`config.mk`:
```
export PLATFORM = sky130hd
export DESIGN_NAME = vdd_ctrl
export DESIGN_NICKNAME = d
export VERILOG_FILES = /design/src/hw/rtl/vdd_pkg.sv /design/src/hw/rtl/vdd_ctrl.sv
export SDC_FILE = /design/constraint.sdc
export NUM_CORES = 1
export LEC_CHECK = 0
export BUFFER_PORTS_ARGS = -buffer_cell sky130_fd_sc_hd__buf_2
export CAP_MARGIN = 20
export CORE_AREA = 2 2 39 41
export DETAILED_ROUTE_END_ITERATION = 10
export DIE_AREA = 0 0 41 43
export HOLD_SLACK_MARGIN = 0.15
export PLACE_DENSITY = 0.56
export SETUP_SLACK_MARGIN = 0.5
export SYNTH_ARGS = -nofsm -noshare
export SYNTH_HDL_FRONTEND = slang
export SYNTH_SLANG_ARGS = --single-unit
```
`constraint.sdc`:
```
create_clock -name aclk -period 1.3 [get_ports aclk]
set_input_delay 0.13 -clock aclk [delete_from_list [all_inputs] [get_ports aclk]]
set_output_delay 0.13 -clock aclk [all_outputs]
set_load 0.005 [all_outputs]
```
`src/hw/rtl/vdd_pkg.sv`:
```
// ----------------------------------------------------------------------------
// vdd_pkg
// Shared types and constants of the vsync drift detector: register indexes,
// reset values, field widths, controller states and the command and status
// words between controller and datapath.
// ----------------------------------------------------------------------------
`default_nettype none

package vdd_pkg;

    // field widths
    localparam int TS_W     = 63;
    localparam int WORD_W   = 64;
    localparam int PERIOD_W = 32;
    localparam int LIMIT_W  = 40;
    localparam int COUNT_W  = 8;
    localparam int CFG_IDX_W  = 8;
    localparam int CFG_DATA_W = 40;

    // divider step counter width, one quotient bit a step
    localparam int DIV_CNT_W = 6;

    // register indexes on the configuration port
    localparam logic [CFG_IDX_W-1:0] CFG_REFRESH_PERIOD = 8'd0;
    localparam logic [CFG_IDX_W-1:0] CFG_STEADY_LIMIT   = 8'd1;
    localparam logic [CFG_IDX_W-1:0] CFG_WARMUP_LIMIT   = 8'd2;
    localparam logic [CFG_IDX_W-1:0] CFG_LOSS_COUNT     = 8'd3;
    localparam logic [CFG_IDX_W-1:0] CFG_GAIN_COUNT     = 8'd4;

    // register reset values
    localparam logic [PERIOD_W-1:0] RST_REFRESH_PERIOD = 32'd166666;
    localparam logic [LIMIT_W-1:0]  RST_STEADY_LIMIT   = 40'd50000;
    localparam logic [LIMIT_W-1:0]  RST_WARMUP_LIMIT   = 40'd1000000;
    localparam logic [COUNT_W-1:0]  RST_LOSS_COUNT     = 8'd4;
    localparam logic [COUNT_W-1:0]  RST_GAIN_COUNT     = 8'd16;

    localparam logic [COUNT_W-1:0]  COUNT_MAX = 8'hFF;

    // controller states
    typedef enum logic [3:0] {
        ST_IDLE,
        ST_PREP,
        ST_MAG,
        ST_DIV_START,
        ST_DIV,
        ST_ROUND,
        ST_SIGN,
        ST_MUL_LO,
        ST_MUL_HI,
        ST_COMBINE,
        ST_SUM,
        ST_DRIFT,
        ST_DMAG,
        ST_JUDGE
    } vdd_state_t;

    // datapath commands, one step each
    typedef struct packed {
        logic load;
        logic prep;
        logic mag;
        logic div_start;
        logic round;
        logic sign;
        logic mul_lo;
        logic mul_hi;
        logic combine;
        logic sum;
        logic drift;
        logic dmag;
        logic judge;
    } vdd_cmd_t;

    // datapath status back to the controller
    typedef struct packed {
        logic div_done;
        logic out_free;
    } vdd_status_t;

endpackage

`default_nettype wire

```
`src/hw/rtl/vdd_ctrl.sv`:
```
// ----------------------------------------------------------------------------
// vdd_ctrl
// Sequencer of the drift detector: steps one word through the datapath,
// waits on the divider and on a free output register.
// ----------------------------------------------------------------------------
`default_nettype none

module vdd_ctrl
    import vdd_pkg::*;
(
    input  wire logic        aclk,
    input  wire logic        aresetn,
    input  wire logic        s_valid,
    output logic             s_ready,
    input  wire vdd_status_t status,
    output vdd_cmd_t         cmd
);

    vdd_state_t state_reg, state_next;

    // state register
    always_ff @(posedge aclk) begin
        if (!aresetn) begin
            state_reg <= ST_IDLE;
        end else begin
            state_reg <= state_next;
        end
    end

    // next state
    always_comb begin
        state_next = state_reg;
        unique case (state_reg)
            ST_IDLE:      if (s_valid) state_next = ST_PREP;
            ST_PREP:      state_next = ST_MAG;
            ST_MAG:       state_next = ST_DIV_START;
            ST_DIV_START: state_next = ST_DIV;
            ST_DIV:       if (status.div_done) state_next = ST_ROUND;
            ST_ROUND:     state_next = ST_SIGN;
            ST_SIGN:      state_next = ST_MUL_LO;
            ST_MUL_LO:    state_next = ST_MUL_HI;
            ST_MUL_HI:    state_next = ST_COMBINE;
            ST_COMBINE:   state_next = ST_SUM;
            ST_SUM:       state_next = ST_DRIFT;
            ST_DRIFT:     state_next = ST_DMAG;
            ST_DMAG:      state_next = ST_JUDGE;
            ST_JUDGE:     if (status.out_free) state_next = ST_IDLE;
            default:      state_next = ST_IDLE;
        endcase
    end

    // commands
    always_comb begin
        cmd           = '0;
        s_ready       = 1'b0;
        unique case (state_reg)
            ST_IDLE: begin
                s_ready  = 1'b1;
                cmd.load = s_valid;
            end
            ST_PREP:      cmd.prep      = 1'b1;
            ST_MAG:       cmd.mag       = 1'b1;
            ST_DIV_START: cmd.div_start = 1'b1;
            ST_DIV:       cmd.round     = 1'b0;
            ST_ROUND:     cmd.round     = 1'b1;
            ST_SIGN:      cmd.sign      = 1'b1;
            ST_MUL_LO:    cmd.mul_lo    = 1'b1;
            ST_MUL_HI:    cmd.mul_hi    = 1'b1;
            ST_COMBINE:   cmd.combine   = 1'b1;
            ST_SUM:       cmd.sum       = 1'b1;
            ST_DRIFT:     cmd.drift     = 1'b1;
            ST_DMAG:      cmd.dmag      = 1'b1;
            ST_JUDGE:     cmd.judge     = status.out_free;
            default:      cmd           = '0;
        endcase
    end

endmodule

`default_nettype wire

```
==> results.cfg <==
[power]
irDropWorstVdd_v = 0.000534
p_total_uw = 836
power.leakage_nw = 0.371
power.density_nw_per_um2 = 1110

[worst_setup_path]
worst_ep_required_time_ns = 1.17
end_kind = output pin
r2r_setup_slack_ns = 0.07
critical_path_class = flip-flop to output pin
r2r_start = state_reg[3]
worst-r2r-cell-count = 3
startpoint = state_reg[1]
startpoint_type = flip-flop
cp.arrival_ns = 1.17
r2r-end = state_reg[0]
cp_max_fo = 2

[synthesis]
synth_compound_area_share_pct = 19.1
synthMuxAreaShare_pct = 3.19
synth_area_per_cell_um2 = 6.68
synth-edff-count = 0
synth_ff_type = dfxtp_1
netlist.top_cell.by_area = dfxtp_1
synthCells = 47
async_flop_share_pct = 0
yosys_warnings = 0
yosys.area_share.xor_xnor_pct = 0
synth_area_um2 = 314
yosysMostFrequentCell = nor2_1
synth_top_family_by_area = simple AND/OR/NAND/NOR gates
yosysSeqAreaShare_pct = 25.5
synth_nets = 52
synth_area_leaders = dfxtp_1, nor2_1, nor3_1, o21a_1, nand2_1
ys_seq_elements = 4
synth_fa_ha_area_share_pct = 0
synth_cell_types = 20
synth_common_cells = nor2_1, nand2_1, nor3_1
yosys.area_share.simple_pct = 43.8
synth_top_cell_area_share_pct = 25.5

[sta]
period_share_pct = 99.8
fmax_ghz = 0.771
whs_ns = 0.163
tightestPinTransition_ns = 0.292
hold_viol = 0
rsz0062_at_grt = true
fin_crit_ns = 1.30
finalClockSkew_ns = 0.00362
max-slew-margin-rel_pct = 80.3
slew_violations = 0
setup_viol = 0

[global_route]
antenna_found_initial = 0
met1_usage_pct = 18.4
grt_start_max_net_pins = 9
grt_pass1_vias = 462
grt.busiest_layer = met2
grt_util_all_layers_pct = 17.3
grt_overflow = 0
use_met2_pct = 29.4
grt_pass1_wl_um = 1990
use_met3_pct = 4.71

[die]
initial_core_util_pct = 22.7
die_w_um = 41
rows = 14
die_h_um = 43
die-area_um2 = 1760
core-area_um2 = 1380
io_pins = 19

[min_path]
worstHoldStart = aresetn
hold_depth = 2
min_to = state_reg[3]
hp-class = input port to flip-flop

[placement]
gp_congestion = 0.714
io_buffers = 18
placed_cells = 84
hpwl_um = 762

[run]
maxCapViolCount = 0

[detailed_routing]
drc = 0
ant_nets = 0
post_drt_wl_per_cell_um = 12.1
dr.first_iter.drc_count = 5
totalWireLength_um = 1240
vias = 481
firstDrtPassIters = 2
viasPerCell = 4.72

[layout]
layout.nets = 93
largest_register_ffs = 4
syn2layout_area_growth_pct = 139
diodes = 0
fillCellCount = 126
stdcell_count = 102
drive_above_1_share_pct = 80.2

[clocking]
clkLatencyLatePin_ns = 0.23
clockBufferDepth = 2
cts_hold_buf = 0
cts_tree = yes
cts-root-buf = clkbuf_4
clk_pin_slew_worst_paths_ns = 0.04
clock-sinks = 4
cts_made_buffers = 3
htreeDepth = 1

[outcome]
status = complete, no violations
## cell families after synthesis
group           Yosys count
compound gates            8
buf+inv                   6
flops                     4
mux                       1
simple gates             28
## how the worst max path moves through the flow
stage	to	slack, ns	cells past startpoint
after floorplan	state_reg[0]	0.12	3
after global placement	cmd[12]	0.09	4
after detailed placement	state_reg[0]	0.07	3
after CTS	cmd[12]	-0.02	4
after global routing	cmd[12]	-0.06	4
final	cmd[12]	0.003	4
## layout make-up
| class | instances | area, um^2 | area share, % |
|---|---|---|---|
| clock buffer | 3 | 22.5 | 3.01 |
| inverter | 2 | 10.0 | 1.34 |
| multi-input combinational | 37 | 307 | 40.9 |
| sequential | 4 | 90.1 | 12.0 |
| tap | 16 | 20.0 | 2.67 |
| timing repair buffer | 40 | 300 | 40.1 |
## routing by layer
metal / share of wire, % / vias to the layer above
li1: - / 243
met1: 41 / 227
met2: 55 / 9
met3: 3.3 / 2
met4: 0.97 / 0
met5: 0 / -
## cells in the final DEF (no fill, tap or decap)
cell type / n
inv_4: 1
nand2b_4: 3
inv_1: 1
dfxtp_2: 2
a21oi_2: 3
o211a_1: 1
o21a_1: 3
nor4_4: 1
nor2_1: 3
and2_1: 1
clkbuf_4: 3
nand3_1: 2
buf_2: 18
nand2_2: 2
buf_6: 12
o311ai_0: 1
nand2_1: 2
nor2_2: 5
mux2i_1: 1
nor2b_1: 1
nor3_2: 5
nand4b_1: 1
buf_4: 10
dfxtp_4: 2
or4_4: 1
nand2_4: 1
## repair_timing
item,4_1_cts,5_1_grt
buffers inserted,13,1
resized for setup,27,2
pin swaps,7,4
gates cloned,1,0
setup endpoints to repair,18,18
endpoints found under the hold margin,0,0
## power breakdown
part / leakage (nW) / switching, mW / internal (mW)
Combinational: 0.322 / 0.216 / 0.297
Clock: 0.0138 / 0.0451 / 0.103
Sequential: 0.0350 / 0.0259 / 0.149
## worst max-delay path, stage by stage (launching register included)
cell	delay, ns
dfxtp_4	0.34
buf_6	0.12
nor4_4	0.24
and2_1	0.15
buf_2	0.10
## metrics by stage
| step | utilization (%) | setup WS, ns | cell area, um^2 | setup TNS [ns] |
|---|---|---|---|---|
| 6_report | 54.2 | 0.00275 | 749 | 0 |
| 5_1_grt | 54.2 | -0.0621 | 749 | -0.195 |
| 4_1_cts | 53.3 | -0.0224 | 737 | -0.0224 |
| 3_5_place_dp | 37.7 | 0.0704 | 522 | 0 |
| 3_3_place_gp | 37.7 | 0.0912 | 522 | 0 |
| 2_1_floorplan | - | 0.116 | 400 | 0 |
No activity file was read; power rests on OpenSTA's default activity.
